## config.mk

```make
export PLATFORM = sky130hd
export DESIGN_NAME = utf8_decoder_cp1252_fallback_unit
export DESIGN_NICKNAME = d
export VERILOG_FILES = /design/src/hw/rtl/utf8cp_pkg.sv /design/src/hw/rtl/utf8_decoder_cp1252_fallback_unit.sv /design/src/hw/rtl/utf8cp_front.sv /design/src/hw/rtl/utf8cp_queue.sv /design/src/hw/rtl/utf8cp_back.sv
export SDC_FILE = /design/constraint.sdc
export NUM_CORES = 1
export LEC_CHECK = 0
export ABC_CLOCK_PERIOD_IN_PS = 9700
export BUFFER_PORTS_ARGS = -buffer_cell sky130_fd_sc_hd__buf_4
export CAP_MARGIN = 20
export CORE_MARGIN = 4
export CORE_UTILIZATION = 50
export DETAILED_ROUTE_END_ITERATION = 7
export PLACE_DENSITY_LB_ADDON = 0.3
export SYNTH_ARGS = -nofsm -noshare
export SYNTH_HDL_FRONTEND = slang
export SYNTH_SLANG_ARGS = --single-unit
```

## constraint.sdc

```tcl
create_clock -name aclk -period 9.7 [get_ports aclk]
set_clock_uncertainty 0.05 [all_clocks]
set_input_delay 0.485 -clock aclk [delete_from_list [all_inputs] [get_ports aclk]]
set_output_delay 0.485 -clock aclk [all_outputs]
set_load 0.02 [all_outputs]
```

## src/hw/rtl/utf8cp_pkg.sv

```systemverilog
package utf8cp_pkg;

    // byte class limits
    localparam logic [7:0] LeadMin2   = 8'hC2;
    localparam logic [7:0] LeadMin3   = 8'hE0;
    localparam logic [7:0] LeadMin4   = 8'hF0;
    localparam logic [7:0] LeadMax4   = 8'hF4;
    localparam logic [7:0] Lead4Limit = 8'hF5;
    localparam logic [7:0] E0MaxLow   = 8'h9F;
    localparam logic [7:0] F0MaxLow   = 8'h8F;
    localparam logic [7:0] F4MinHigh  = 8'h90;

    // input op codes
    localparam logic OpData = 1'b0;
    localparam logic OpEnd  = 1'b1;

    localparam int QueueDepth = 2;

    // one queued job: fallback bytes first, then an optional final result
    typedef struct packed {
        logic [1:0]      fb_count;
        logic [2:0][7:0] fb_bytes;
        logic            has_final;
        logic [20:0]     codepoint;
        logic [2:0]      source_bytes;
        logic            fell_back;
        logic            end_marker;
    } job_t;

    // windows-1252 upper half, indexed by the low 7 bits of the byte
    function automatic logic [20:0] cp1252(input logic [6:0] idx);
        logic [15:0] v;
        if (idx[6:5] != 2'b00) begin
            v = {8'h00, 1'b1, idx};
        end else begin
            case (idx[4:0])
                5'd0:  v = 16'h20AC;
                5'd1:  v = 16'h0081;
                5'd2:  v = 16'h201A;
                5'd3:  v = 16'h0192;
                5'd4:  v = 16'h201E;
                5'd5:  v = 16'h2026;
                5'd6:  v = 16'h2020;
                5'd7:  v = 16'h2021;
                5'd8:  v = 16'h02C6;
                5'd9:  v = 16'h2030;
                5'd10: v = 16'h0160;
                5'd11: v = 16'h2039;
                5'd12: v = 16'h0152;
                5'd13: v = 16'h008D;
                5'd14: v = 16'h017D;
                5'd15: v = 16'h008F;
                5'd16: v = 16'h0090;
                5'd17: v = 16'h2018;
                5'd18: v = 16'h2019;
                5'd19: v = 16'h201C;
                5'd20: v = 16'h201D;
                5'd21: v = 16'h2022;
                5'd22: v = 16'h2013;
                5'd23: v = 16'h2014;
                5'd24: v = 16'h02DC;
                5'd25: v = 16'h2122;
                5'd26: v = 16'h0161;
                5'd27: v = 16'h203A;
                5'd28: v = 16'h0153;
                5'd29: v = 16'h009D;
                5'd30: v = 16'h017E;
                5'd31: v = 16'h0178;
                default: v = 16'h0000;
            endcase
        end
        return {5'b00000, v};
    endfunction

endpackage

```

## src/hw/rtl/utf8_decoder_cp1252_fallback_unit.sv

```systemverilog
// channel | handshake          | payload
// --------+--------------------+---------------------------------------------------
// input   | s_valid / s_ready  | s_op, s_byte_value
// result  | m_valid / m_ready  | m_codepoint, m_source_bytes, m_fell_back,
//         |                    | m_end_marker, m_last
//
// one input byte per cycle while the queue is not full; a request giving up to one
// result sustains that rate, and one giving n results (n up to 4) gets one result per
// cycle from the back end, while m_ready is high; the two-entry job queue absorbs the
// burst; a job is registered in the job queue, and its results in the output register
// synchronous active-low reset clears sequence state, queue and output valid
// s_ready drops only when the job queue is full, independent of m_ready in that cycle
module utf8_decoder_cp1252_fallback_unit (
    input  logic        aclk,
    input  logic        aresetn,
    input  logic        s_valid,
    output logic        s_ready,
    input  logic        s_op,
    input  logic [7:0]  s_byte_value,
    output logic        m_valid,
    input  logic        m_ready,
    output logic [20:0] m_codepoint,
    output logic [2:0]  m_source_bytes,
    output logic        m_fell_back,
    output logic        m_end_marker,
    output logic        m_last
);

    logic             push;
    utf8cp_pkg::job_t push_job;
    logic             pop;
    logic             head_valid;
    utf8cp_pkg::job_t head_job;

    // front: sequence tracking and job building
    utf8cp_front u_front (
        .aclk       (aclk),
        .aresetn    (aresetn),
        .in_valid   (s_valid),
        .in_ready   (s_ready),
        .op         (s_op),
        .byte_value (s_byte_value),
        .push       (push),
        .job        (push_job)
    );

    // job queue between front and back
    utf8cp_queue u_queue (
        .aclk       (aclk),
        .aresetn    (aresetn),
        .push       (push),
        .push_job   (push_job),
        .not_full   (s_ready),
        .pop        (pop),
        .head_valid (head_valid),
        .head_job   (head_job)
    );

    // back: result sequencing and output register
    utf8cp_back u_back (
        .aclk           (aclk),
        .aresetn        (aresetn),
        .head_valid     (head_valid),
        .head_job       (head_job),
        .pop            (pop),
        .m_valid        (m_valid),
        .m_ready        (m_ready),
        .m_codepoint    (m_codepoint),
        .m_source_bytes (m_source_bytes),
        .m_fell_back    (m_fell_back),
        .m_end_marker   (m_end_marker),
        .m_last         (m_last)
    );

endmodule

```

## src/hw/rtl/utf8cp_front.sv

```systemverilog
module utf8cp_front (
    input  logic              aclk,
    input  logic              aresetn,
    input  logic              in_valid,
    input  logic              in_ready,
    input  logic              op,
    input  logic [7:0]        byte_value,
    output logic              push,
    output utf8cp_pkg::job_t  job
);

    logic [2:0][7:0] pend_reg, pend_next;
    logic [1:0]      cnt_reg, cnt_next;
    logic [2:0]      len_reg, len_next;

    logic            accept;
    logic            st_open, st_lit, st_fb;
    logic [2:0]      st_len;
    logic            follow_ok;
    logic            start_path;
    logic [20:0]     dec_cp;

    assign accept = in_valid && in_ready;

    // start-byte classification
    always_comb begin
        st_lit  = (byte_value[7] == 1'b0);
        st_open = (byte_value >= utf8cp_pkg::LeadMin2) && (byte_value < utf8cp_pkg::Lead4Limit);
        st_fb   = !st_lit && !st_open;
        if (byte_value < utf8cp_pkg::LeadMin3) begin
            st_len = 3'd2;
        end else if (byte_value < utf8cp_pkg::LeadMin4) begin
            st_len = 3'd3;
        end else begin
            st_len = 3'd4;
        end
    end

    // continuation byte check, with the second-byte range limits
    always_comb begin
        follow_ok = (byte_value[7:6] == 2'b10);
        if (cnt_reg == 2'd1) begin
            if (pend_reg[0] == utf8cp_pkg::LeadMin3 && byte_value <= utf8cp_pkg::E0MaxLow) begin
                follow_ok = 1'b0;
            end
            if (pend_reg[0] == utf8cp_pkg::LeadMin4 && byte_value <= utf8cp_pkg::F0MaxLow) begin
                follow_ok = 1'b0;
            end
            if (pend_reg[0] == utf8cp_pkg::LeadMax4 && byte_value >= utf8cp_pkg::F4MinHigh) begin
                follow_ok = 1'b0;
            end
        end
    end

    // codepoint assembly from payload bits of a complete sequence
    always_comb begin
        case (len_reg)
            3'd2:    dec_cp = {10'd0, pend_reg[0][4:0], byte_value[5:0]};
            3'd3:    dec_cp = {5'd0, pend_reg[0][3:0], pend_reg[1][5:0], byte_value[5:0]};
            3'd4:    dec_cp = {pend_reg[0][2:0], pend_reg[1][5:0], pend_reg[2][5:0],
                               byte_value[5:0]};
            default: dec_cp = 21'd0;
        endcase
    end

    // job building and sequence state update
    always_comb begin
        pend_next = pend_reg;
        cnt_next  = cnt_reg;
        len_next  = len_reg;
        job       = '0;
        start_path = 1'b0;
        if (op == utf8cp_pkg::OpEnd) begin
            job.fb_count   = cnt_reg;
            job.fb_bytes   = pend_reg;
            job.has_final  = 1'b1;
            job.end_marker = 1'b1;
            cnt_next       = 2'd0;
            len_next       = 3'd0;
        end else if (len_reg == 3'd0 || cnt_reg == 2'd0) begin
            start_path = 1'b1;
        end else if (!follow_ok) begin
            job.fb_count = cnt_reg;
            job.fb_bytes = pend_reg;
            start_path   = 1'b1;
        end else if (({1'b0, cnt_reg} + 3'd1) < len_reg) begin
            pend_next[cnt_reg] = byte_value;
            cnt_next           = cnt_reg + 2'd1;
        end else begin
            job.has_final    = 1'b1;
            job.codepoint    = dec_cp;
            job.source_bytes = len_reg;
            cnt_next         = 2'd0;
            len_next         = 3'd0;
        end
        // the byte taken as a new start
        if (start_path) begin
            cnt_next = 2'd0;
            len_next = 3'd0;
            if (st_lit) begin
                job.has_final    = 1'b1;
                job.codepoint    = {13'd0, byte_value};
                job.source_bytes = 3'd1;
            end else if (st_fb) begin
                job.has_final    = 1'b1;
                job.codepoint    = utf8cp_pkg::cp1252(byte_value[6:0]);
                job.source_bytes = 3'd1;
                job.fell_back    = 1'b1;
            end else begin
                pend_next[0] = byte_value;
                cnt_next     = 2'd1;
                len_next     = st_len;
            end
        end
    end

    assign push = accept && (job.has_final || (job.fb_count != 2'd0));

    // sequence state
    always_ff @(posedge aclk) begin
        if (!aresetn) begin
            cnt_reg <= 2'd0;
            len_reg <= 3'd0;
        end else if (accept) begin
            cnt_reg <= cnt_next;
            len_reg <= len_next;
        end
    end

    // held bytes
    always_ff @(posedge aclk) begin
        if (accept) begin
            pend_reg <= pend_next;
        end
    end

endmodule

```

## src/hw/rtl/utf8cp_queue.sv

```systemverilog
module utf8cp_queue (
    input  logic              aclk,
    input  logic              aresetn,
    input  logic              push,
    input  utf8cp_pkg::job_t  push_job,
    output logic              not_full,
    input  logic              pop,
    output logic              head_valid,
    output utf8cp_pkg::job_t  head_job
);

    localparam int PtrW = $clog2(utf8cp_pkg::QueueDepth);
    localparam int CntW = $clog2(utf8cp_pkg::QueueDepth + 1);

    utf8cp_pkg::job_t         mem_reg [utf8cp_pkg::QueueDepth];
    logic [PtrW-1:0]          wr_reg, wr_next;
    logic [PtrW-1:0]          rd_reg, rd_next;
    logic [CntW-1:0]          cnt_reg, cnt_next;

    assign not_full   = (cnt_reg != CntW'(utf8cp_pkg::QueueDepth));
    assign head_valid = (cnt_reg != '0);
    assign head_job   = mem_reg[rd_reg];

    // pointer and fill count update
    always_comb begin
        wr_next  = wr_reg;
        rd_next  = rd_reg;
        cnt_next = cnt_reg;
        if (push) begin
            wr_next = (wr_reg == PtrW'(utf8cp_pkg::QueueDepth - 1)) ? '0 : wr_reg + 1'b1;
        end
        if (pop) begin
            rd_next = (rd_reg == PtrW'(utf8cp_pkg::QueueDepth - 1)) ? '0 : rd_reg + 1'b1;
        end
        if (push && !pop) begin
            cnt_next = cnt_reg + 1'b1;
        end else if (pop && !push) begin
            cnt_next = cnt_reg - 1'b1;
        end
    end

    always_ff @(posedge aclk) begin
        if (!aresetn) begin
            wr_reg  <= '0;
            rd_reg  <= '0;
            cnt_reg <= '0;
        end else begin
            wr_reg  <= wr_next;
            rd_reg  <= rd_next;
            cnt_reg <= cnt_next;
        end
    end

    // job storage
    always_ff @(posedge aclk) begin
        if (push) begin
            mem_reg[wr_reg] <= push_job;
        end
    end

endmodule

```

## src/hw/rtl/utf8cp_back.sv

```systemverilog
module utf8cp_back (
    input  logic              aclk,
    input  logic              aresetn,
    input  logic              head_valid,
    input  utf8cp_pkg::job_t  head_job,
    output logic              pop,
    output logic              m_valid,
    input  logic              m_ready,
    output logic [20:0]       m_codepoint,
    output logic [2:0]        m_source_bytes,
    output logic              m_fell_back,
    output logic              m_end_marker,
    output logic              m_last
);

    logic [1:0]  idx_reg, idx_next;
    logic        m_valid_reg;
    logic [20:0] cp_reg;
    logic [2:0]  src_reg;
    logic        fb_reg, em_reg, last_reg;

    logic        advance;
    logic [2:0]  total;
    logic        is_fb;
    logic        is_last;
    logic [7:0]  fb_byte;
    logic [20:0] cur_cp;
    logic [2:0]  cur_src;
    logic        cur_fb, cur_em;

    assign advance = head_valid && (!m_valid_reg || m_ready);
    assign total   = {1'b0, head_job.fb_count} + {2'b00, head_job.has_final};
    assign is_fb   = (idx_reg < head_job.fb_count);
    assign is_last = (({1'b0, idx_reg} + 3'd1) == total);
    assign pop     = advance && is_last;

    // pick the current result of the head job
    always_comb begin
        case (idx_reg)
            2'd0:    fb_byte = head_job.fb_bytes[0];
            2'd1:    fb_byte = head_job.fb_bytes[1];
            2'd2:    fb_byte = head_job.fb_bytes[2];
            default: fb_byte = 8'h00;
        endcase
        if (is_fb) begin
            cur_cp  = utf8cp_pkg::cp1252(fb_byte[6:0]);
            cur_src = 3'd1;
            cur_fb  = 1'b1;
            cur_em  = 1'b0;
        end else begin
            cur_cp  = head_job.codepoint;
            cur_src = head_job.source_bytes;
            cur_fb  = head_job.fell_back;
            cur_em  = head_job.end_marker;
        end
        idx_next = idx_reg;
        if (advance) begin
            idx_next = is_last ? 2'd0 : idx_reg + 2'd1;
        end
    end

    // control state
    always_ff @(posedge aclk) begin
        if (!aresetn) begin
            idx_reg     <= 2'd0;
            m_valid_reg <= 1'b0;
        end else begin
            idx_reg <= idx_next;
            if (advance) begin
                m_valid_reg <= 1'b1;
            end else if (m_ready) begin
                m_valid_reg <= 1'b0;
            end
        end
    end

    // output register
    always_ff @(posedge aclk) begin
        if (advance) begin
            cp_reg   <= cur_cp;
            src_reg  <= cur_src;
            fb_reg   <= cur_fb;
            em_reg   <= cur_em;
            last_reg <= is_last;
        end
    end

    assign m_valid        = m_valid_reg;
    assign m_codepoint    = cp_reg;
    assign m_source_bytes = src_reg;
    assign m_fell_back    = fb_reg;
    assign m_end_marker   = em_reg;
    assign m_last         = last_reg;

endmodule
```

# Word level (Yosys, flattened, before mapping)
# Memories as Yosys holds them, arrays and structs flattened. A register that Yosys moved wholly into a read port is not among the register bits.
# Cells that the tools add are included.
# totals
n_memories	3
regBits	63
in_bits	13
out_inout_bits	29
romBits	704
elab_cells	147
mem_bits_rw	106
# memory_table
name	words	word_bits	rd	rd_ports_with_merged_regs	write_ports	line	text
(name not given)	32	11	1	0	0	utf8cp_pkg.sv:36	case (idx[4:0])
(name not given)	32	11	1	0	0	utf8cp_pkg.sv:36	
u_queue.mem_reg	2	53	1	1	1	utf8cp_queue.sv:15	utf8cp_pkg::job_t mem_reg [utf8cp_pkg::QueueDepth];
# op_classes
bitwise_logic	2
add_sub_neg	9
n_reduce_logical	32
mux	60
n_lt_le_gt_ge	11
n_eq_ne	14
# op_table
cell	n
26-bit two-way mux	3
25-bit two-way mux	3
8-bit two-way mux	8
21-bit one-hot mux with 3 select lines	1
51-bit two-way mux	1
16-bit two-way mux	3
27-bit two-way mux	1
3-bit two-way mux	9
24-bit bitwise mux	1
8-bit equality test (second input constant)	3
8-bit less-than comparator (second input constant)	3
24-bit two-way mux	1
7-bit one-hot mux with 3 select lines	1
1-bit two-way mux	18
2-bit two-way mux	9
8-bit demux with 2-bit select	1
8-bit greater-or-equal comparator (second input constant)	2
8-bit less-or-equal comparator (second input constant)	2
1-bit logical AND	12
2-bit nonzero test	6
2-bit by 1-bit adder with 2-bit output (second input constant)	3
2-bit by 1-bit adder with 3-bit output (second input constant)	2
3-bit by 2-bit equality test with 1-bit output (second input constant)	2
3-bit by 2-bit inequality test with 1-bit output (second input constant)	2
other kinds (21)	31

# Depth between registers and ports, before layout
# Gate-level depths: netlist (run 1).
# logic_depth
word_depth	18
mapped_depth	13
depth_no_buf	12

# By module
# From an unflattened synthesis (run 1), not the netlist that was laid out.
# hier_totals
cells_unflattened	683
area_unflattened_um2	8589.5
# by_module_without_submodules
mod	cells_per_inst	instances	seq_area_each_um2	area_per_inst_um2
utf8cp_queue	187	1	3283.1	4060.1
utf8cp_front	279	1	820.8	2452.4
utf8cp_back	217	1	870.8	2077.0

# Worst setup path after synthesis (run 1)
# OpenSTA, ideal clock, no wires.
# synth_path
path_kind	input port to flip-flop
from	input port s_byte_value[5]
to	memory u_queue.mem_reg[0][0] in the netlist's numbering (enable)
t_required_ns	9.186
path_buffers	1
path_stages	7
path_slack_ns	5.014
setup_ns	0.464
arrival_ns	4.172
path_cell_list	buf_6 or4_1 a211o_1 and4b_1 nor2_2 o2bb2ai_2 nor2b_1
# synth_rtl
item	line	text
start: declaration	utf8_decoder_cp1252_fallback_unit.sv:19	input logic [7:0] s_byte_value,
end: declaration	utf8cp_queue.sv:15	

==> results.md, run 1 <==
* Ys async rst share at 0
* Critical Path RT at 9990 ps
* Slowest CP cell: buf_4
* CTS Hold Bufs at 0
* Slew @ Worst Pin at 809 ps
* GP Congestion at about 0.88
* Biggest cell delay along the critical path at ~520 ps
* Max reg flops at 100
* Status: finished clean
* Final wirelength at 17,900 microns
* Final setup TNS at 0 ps
* Period Utilization, post-route at 0.357
* Ys flop type: edfxtp_1
* Routed WL per cell at 19.2 microns
* Cells after Synth at 666
* # DRC at 0
* FF/Latch Area at 4740 sq um
* Crit path depth at 10
* Global Route Usage Sum at 0.202
* Worst-case reg-to-reg path depth at 10
* # IOs at 42
* Number of synthesized flops with an enable pin at 149
* Syn. warnings at 0
* Sink Count at roughly 160
* Power per standard cell area at approximately 300 nW/um^2
* Placed Instances at 897
* Most frequent cells in the layout: edfxtp_1 (149), nor2_1 (49), buf_4 (47)
* Largest net degree at the start of global routing at 51
* Mapped Area at between 8000 and 9000 sq um
* Critical path class: flop to flop
* Crit path buffers/inverters at 1
* Max Root-Sink Buffers at 2
* CP Cell Sequence: buf_4 -> mux2_2 -> ha_1 -> ha_1 -> xor2_1 -> nor3_1 -> nand2_1 -> ha_1 -> or3_1 -> a21boi_0
* Vias post-DR at 5,635
* Starting density of the core at 0.512
* Number of distinct library cells after synthesis at 72
* Die area at 18,400 sq um
* Worst hold path cell count at 1
* Worst-Skew Late Latency at 420 ps
* Overflow after GRT at 0
* Initial antenna violation count at 0
* Ant diodes at 0
* Port buffer count at between 40 and 50
* Final critical-path required period at 3460 ps
* Post-Syn Nets at 708
* Post-CTS Resized at 0
* CTS tree: yes
* Worst setup EP type: flop
* Achievable Freq at approximately 0.29 GHz
* Fin cells at 929
* Global-route wire length before repair at 28,800 microns
* Critical path peak fanout at 44
* Post-DP HPWL at roughly 13,000 microns
* Final ANT Viol Nets at 0
* Post-synth top area share at 0.550
* Worst rel slew slack at 0.457
* Multi-input gate area in the final layout at between 3000 and 4000 sq um
* Pins Over Slew Limit at 0
* Area growth syn-to-layout at 13.2%
* CTS root buf: clkbuf_16
* Critical path launch point type: flop
* Worst min path class: input port to flop
* Avg Cell Area, Syn at 12.2 sq um
* Crit path DAT at 3750 ps
* Worst vdd rail ir drop at 0.131 mV
* Clock transition at the registers of the reported paths at 60 ps
* Crit path top cell by count: ha_1
* Die Ht at 136 microns
* CTS Buf Count at 17
* Endpoints failing setup at 0
* Vias in the first global route at 5,351
* Cell family with most CP delay: simple AND/OR/NAND/NOR gates
* Layout cells sized above 1 at 0.154
* Flop and latch count out of synthesis at approximately 160
* Drt via density at 6.07
* Hold_ws at between 200 and 300 ps
* Largest area contributor in the netlist: edfxtp_1
* Final hold viol count at 0
* Final-stage net count at 742
* H-tree levels at 4
* CORE AREA at roughly 16,000 sq um
* Drt first pass iters at 7
* P_leak at 3.27 nW
* RSZ-0062 raised after global routing: false
* Commonest non-fill, non-tap cell in the layout: edfxtp_1
* Top post-synthesis cells by area: edfxtp_1 (55%), mux2i_1 (4.8%), ha_1 (4.5%)
* Number of DRC markers in iteration 0 at around 410
* Max-cap viol count at 0
* Fillers at ~1,300
* Post-CTS Setup Repair Bufs at 0
* Fin util at 0.579
* Seq/Total Area, Yosys at 0.582
* Die width at 136 microns
* Row count at 46
Yosys cell counts, types with 5 or more instances:
| library cell | count |
|---|---|
| mux2i_1 | 39 |
| and3_1 | 5 |
| nand2_1 | 38 |
| a21oi_1 | 34 |
| nand3_1 | 11 |
| o211ai_1 | 6 |
| dfxtp_1 | 13 |
| clkbuf_1 | 18 |
| o22ai_1 | 5 |
| edfxtp_1 | 149 |
| nor2_1 | 49 |
| inv_1 | 19 |
| o31ai_1 | 5 |
| a31oi_1 | 12 |
| buf_2 | 8 |
| o21ai_0 | 29 |
| a22oi_1 | 13 |
| a21boi_0 | 8 |
| or2_2 | 5 |
| a211oi_1 | 9 |
| nor3_1 | 13 |
| and2_1 | 11 |
| a222oi_1 | 10 |
| nor2b_1 | 27 |
| nand2b_1 | 10 |
| a22o_1 | 7 |
| mux2_2 | 10 |
| ha_1 | 29 |
worst reg2reg max path, cell delays in order (launching register included):
cell and delay (ps):
dfxtp_2 310, buf_4 520, mux2_2 440, ha_1 200, ha_1 290, xor2_1 150, nor3_1 380, nand2_1 170
ha_1 340, or3_1 370, a21boi_0 180
power by group:
group          leakage, nW  internal [mW]  switching [mW]
Sequential            1.52          0.962          0.0539
Combinational         1.48          0.426           0.727
Clock                0.267          0.356           0.269
stage by stage:
step / setup WS [ps] / instance area (sq um) / total power [mW]
CTS: 6220 / 9200 / 2.80
floorplan: 5010 / 8130 / 1.83
finish: 6240 / 9200 / 2.79
global route: 5890 / 9200 / 2.96
detailed placement: 6140 / 8640 / 2.17
global placement: 6240 / 8620 / 2.14
final cells by class:
cell class	count	share of cell area
Sequential cell	162	0.515
Multi-Input combinational cell	450	0.345
Clock buffer	18	0.0466
Timing Repair Buffer	48	0.0413
Tap cell	216	0.0294
Clock inverter	14	0.0141
Inverter	21	0.00857
worst paths after layout:
kind	to	from	slack (ps)
setup / recovery	u_queue.cnt_reg[1]	flop	6240
hold / removal	u_queue.mem_reg[1][0]	s_op	290
setup reg to reg	u_queue.cnt_reg[1]	flop	6240
hold reg to reg	u_queue.wr_reg	u_queue.wr_reg	480
routing by layer:
layer,vias up,part of all wire,wire length [microns],GRT usage
li1,2636,-,-,-
met1,2729,0.44,7790,0.280
met2,232,0.48,8550,0.317
met3,38,0.063,1130,0.0472
met4,0,0.022,396,0.0677
met5,-,0,0,0
kinds of logic (layout without fill, tap and decap cells):
family | Yosys count | after routing | synth area share
flops | 162 | 162 | 0.582
mux | 49 | 49 | 0.0619
xor+xnor | 7 | 7 | 0.00754
compound gates | 171 | 171 | 0.150
buf+inv | 54 | 101 | 0.0280
fa+ha+maj | 29 | 29 | 0.0446
simple gates | 194 | 194 | 0.125
(Power assumes the default switching activity.)
==> run 2: changes to the inputs <==
--- a/config.mk
+++ b/config.mk
@@ -5,7 +5,8 @@
 export SDC_FILE = /design/constraint.sdc
 export NUM_CORES = 1
 export LEC_CHECK = 0
-export ABC_CLOCK_PERIOD_IN_PS = 9700
+export ABC_AREA = 1
+export ABC_CLOCK_PERIOD_IN_PS = 2900
 export BUFFER_PORTS_ARGS = -buffer_cell sky130_fd_sc_hd__buf_4
 export CAP_MARGIN = 20
 export CORE_MARGIN = 4
==> constraint.sdc (replaced) <==
create_clock -name aclk -period 2.9 [get_ports aclk]
set_clock_uncertainty 0.05 [all_clocks]
set_input_delay 0.145 -clock aclk [delete_from_list [all_inputs] [get_ports aclk]]
set_output_delay 0.145 -clock aclk [all_outputs]
set_load 0.02 [all_outputs]
==> run 2 against run 1 <==
  * Register-to-register slack worse by 6000 ps
  * Clock-buffer cell count unchanged
  * Total power grew to 3.5 times the previous value
  * Design area up 4.2%
  * Synthesized cell count increased by 32%
  * Synthesized area is 1.6% higher
  * Via count increased by 10%
  * First-iteration DRC count rose by 41%
  * Worst setup slack got worse by 6000 ps
  * Global-route usage rose by 0.40 points
  * Utilization grew 1.8 points
  * Routed wire length increased by 4.7%
==> results.md, run 2 <==
* Slowest CP cell: dlygate4sd3_1
* Power per standard cell area at 1010 nW/um^2 (+230%)
* Worst-Skew Late Latency at 430 ps (about the same)
* Mapped Area at 8260 sq um (+1.6%)
* Max Root-Sink Buffers at 2 (unchanged)
* Clock transition at the registers of the reported paths at 60 ps (about the same)
* Final-stage net count at 987 (+33%)
* Combinational fraction of design power at 0.425 (+0.012)
* Max-cap viol count at 0 (unchanged)
* # DRC at 0 (unchanged)
* Post-DP HPWL at 13,100 microns (+3.6%)
* Final critical-path required period at approximately 2700 ps
* Drt first pass iters at 5 (-2)
* Biggest cell delay along the critical path at 530 ps (about the same)
* Sw Ratio at 0.396 (+0.0203)
* Worst vdd rail ir drop at 0.529 mV (+300%)
* Worst rel slew slack at 0.536 (+0.0789)
* Row count at 46 (unchanged)
* Drt via density at 5.31 (-13%)
* Hold_ws at 40.4 ps (-247 ps)
* Worst min path class: input port to flop
* Number of DRC markers in iteration 0 at 581 (+41%)
* Most frequent cells in the layout: nand2_1 (254), edfxtp_1 (149), nor2_1 (83)
* Worst setup EP type: flop
* Critical Path RT at 3160 ps (-6830 ps)
* Top post-synthesis cells by area: edfxtp_1 (54%), nand2_1 (12%), ha_1 (4.4%)
* Pint at 5.82 mW (+230%)
* Flop pwr share at 0.348 (-0.016)
* Final wirelength at 18,700 microns (+4.7%)
* Crit path buffers/inverters at 6 (+5)
* Ys flop type: edfxtp_1
* CTS tree: yes
* Final ANT Viol Nets at 0 (unchanged)
* Overflow after GRT at 0 (unchanged)
* Final hold viol count at 0 (unchanged)
* Psw at 3.82 mW (+260%)
* Global Route Usage Sum at 0.207 (+0.00403)
* P_leak at 3.96 nW (+21%)
* Post-synth top area share at 0.542 (-0.00875)
* H-tree levels at 4 (unchanged)
* GP Congestion at 0.939 (+6.4%)
* Cells after Synth at 878 (+32%)
* Flop and latch count out of synthesis at 162 (unchanged)
* Sink Count at 162 (unchanged)
* Layout cells sized above 1 at 0.162 (+0.00769)
* Seq/Total Area, Yosys at 0.573 (-0.00926)
* Number of synthesized flops with an enable pin at 149 (unchanged)
* Max reg flops at 100 (unchanged)
* Clock network power share at 0.227 (+0.003)
* Starting density of the core at 0.514 (+0.00268)
* Die width at 137 microns (+0.76%)
* CTS root buf: clkbuf_16
* Fin util at 0.597 (+0.0181)
* Vias in the first global route at 5,561 (+3.9%)
* Cell family with most CP delay: buffers and inverters
* Period Utilization, post-route at 0.925
* Commonest non-fill, non-tap cell in the layout: nand2_1
* Port buffer count at 41 (unchanged)
* Ant diodes at 0 (unchanged)
* Vias post-DR at 6,223 (+10%)
* Crit path DAT at 2950 ps (-800 ps)
* Achievable Freq at 0.373 GHz
* Critical path peak fanout at 9 (-80%)
* Most frequent cells after synthesis: nand2_1 (255), edfxtp_1 (149), nor2_1 (85)
* Count leader, synth: nand2_1
* Slew @ Worst Pin at 694 ps (-115 ps)
* Routed WL per cell at 16.0 microns (-17%)
* Ys async rst share at 0 (unchanged)
* Post-Syn Nets at 920 (+30%)
* CP Cell Sequence: dlygate4sd3_1 -> buf_4 -> inv_1 -> ha_1 -> nor2_4 -> nor2_4 -> inv_2 -> nand2_1 -> nand3_2 -> inv_2 -> nand3_4 -> nand2_2 -> nand2_1 -> nand2_2 -> inv_1 -> ha_4 -> a21oi_1 -> o21ai_1 -> o21ai_1 -> a21oi_1
* Largest net degree at the start of global routing at 51 (unchanged)
* Avg Cell Area, Syn at 9.41 sq um (-23%)
* Syn. warnings at 0 (unchanged)
* CORE AREA at 16,100 sq um (+1.1%)
* RSZ-0062 raised after global routing: false
* Status: finished clean
* Pwr Total at 9.64 mW (+250%)
* Endpoints failing setup at 0 (unchanged)
* Critical path launch point type: input port
* CTS Buf Count at 17 (unchanged)
* Area growth syn-to-layout at 16.1%
* Largest area contributor in the netlist: edfxtp_1
* Global-route wire length before repair at 29,300 microns (+1.7%)
* Initial antenna violation count at 0 (unchanged)
* Critical path class: input port to flop
* Die Ht at 137 microns (+0.76%)
* Final setup TNS at 0 ps (unchanged)
* Die area at 18,600 sq um (+1.5%)
* Number of distinct library cells after synthesis at 42 (-42%)
* Pins Over Slew Limit at 0 (unchanged)
* # IOs at 42 (unchanged)
==> run 2: cell types whose count changed after synthesis, sizes merged, moves of 27 or more <==
cell and delta:
nor2b -27, nand3 +39, nand2 +228, mux2i -39, nor2 +44, inv +74
==> run 2: metrics by stage <==
stage,instances,setup slack (ps),instance area [sq um]
after floorplan,878,8.70,8280
after global placement,1131,159,8880
after detailed placement,1131,69.3,8880
after CTS,1171,39.8,9550
after global routing,1173,5.74,9590
final,1173,219,9590
==> run 2: final timing paths <==
kind	from	endpoint	slack, ps	depth (start not counted)
max reg2reg	u_front.cnt_reg[1]	u_queue.cnt_reg[1]	240	16
max	s_byte_value[1]	u_queue.cnt_reg[1]	220	20
min reg2reg	u_queue.rd_reg	u_queue.rd_reg	460	2
min	s_byte_value[3]	u_front.pend_reg[19]	40	1
==> run 2: what timing repair did <==
action                     4_1_cts  5_1_grt
hold endpoints to repair        20        0
buffers inserted                 0        2
setup endpoints to repair        0        2
resized for setup                0       10
hold buffers                     9        0
==> run 2: cell type report <==
| class | instances | area (sq um) |
|---|---|---|
| clock buffer | 18 | 429 |
| sequential | 162 | 4740 |
| fill | 1330 | 6460 |
| multi-input combinational | 593 | 3020 |
| timing repair buffer | 75 | 611 |
| clock inverter | 13 | 150 |
| inverter | 96 | 374 |
| tap | 216 | 270 |
==> run 2: logic make-up (layout without fill, tap and decap cells) <==
family / Yosys count / in the layout / synth area share
compound gates: 134 / 134 / 0.0916
flops: 162 / 162 / 0.573
fa+ha+maj: 29 / 29 / 0.0439
simple gates: 425 / 425 / 0.219
xor+xnor: 5 / 5 / 0.00530
buf+inv: 123 / 202 / 0.0666
==> run 2: power by group through the flow <==
stage          clock [mW]  sequential (mW)  combinational (mW)
2_1_floorplan           0             3.66                2.67
3_3_place_gp            0             3.40                4.04
3_5_place_dp            0             3.41                4.04
4_1_cts              2.21             3.36                4.08
5_1_grt              2.32             3.40                4.55
6_report             2.18             3.36                4.10
==> run 2: routing by layer <==
metal,global-route usage,wire [microns],up-vias
met5,0,0,-
met4,0.0498,149,0
met3,0.0529,1270,14
met1,0.299,8550,2919
li1,-,-,3071
met2,0.314,8740,219
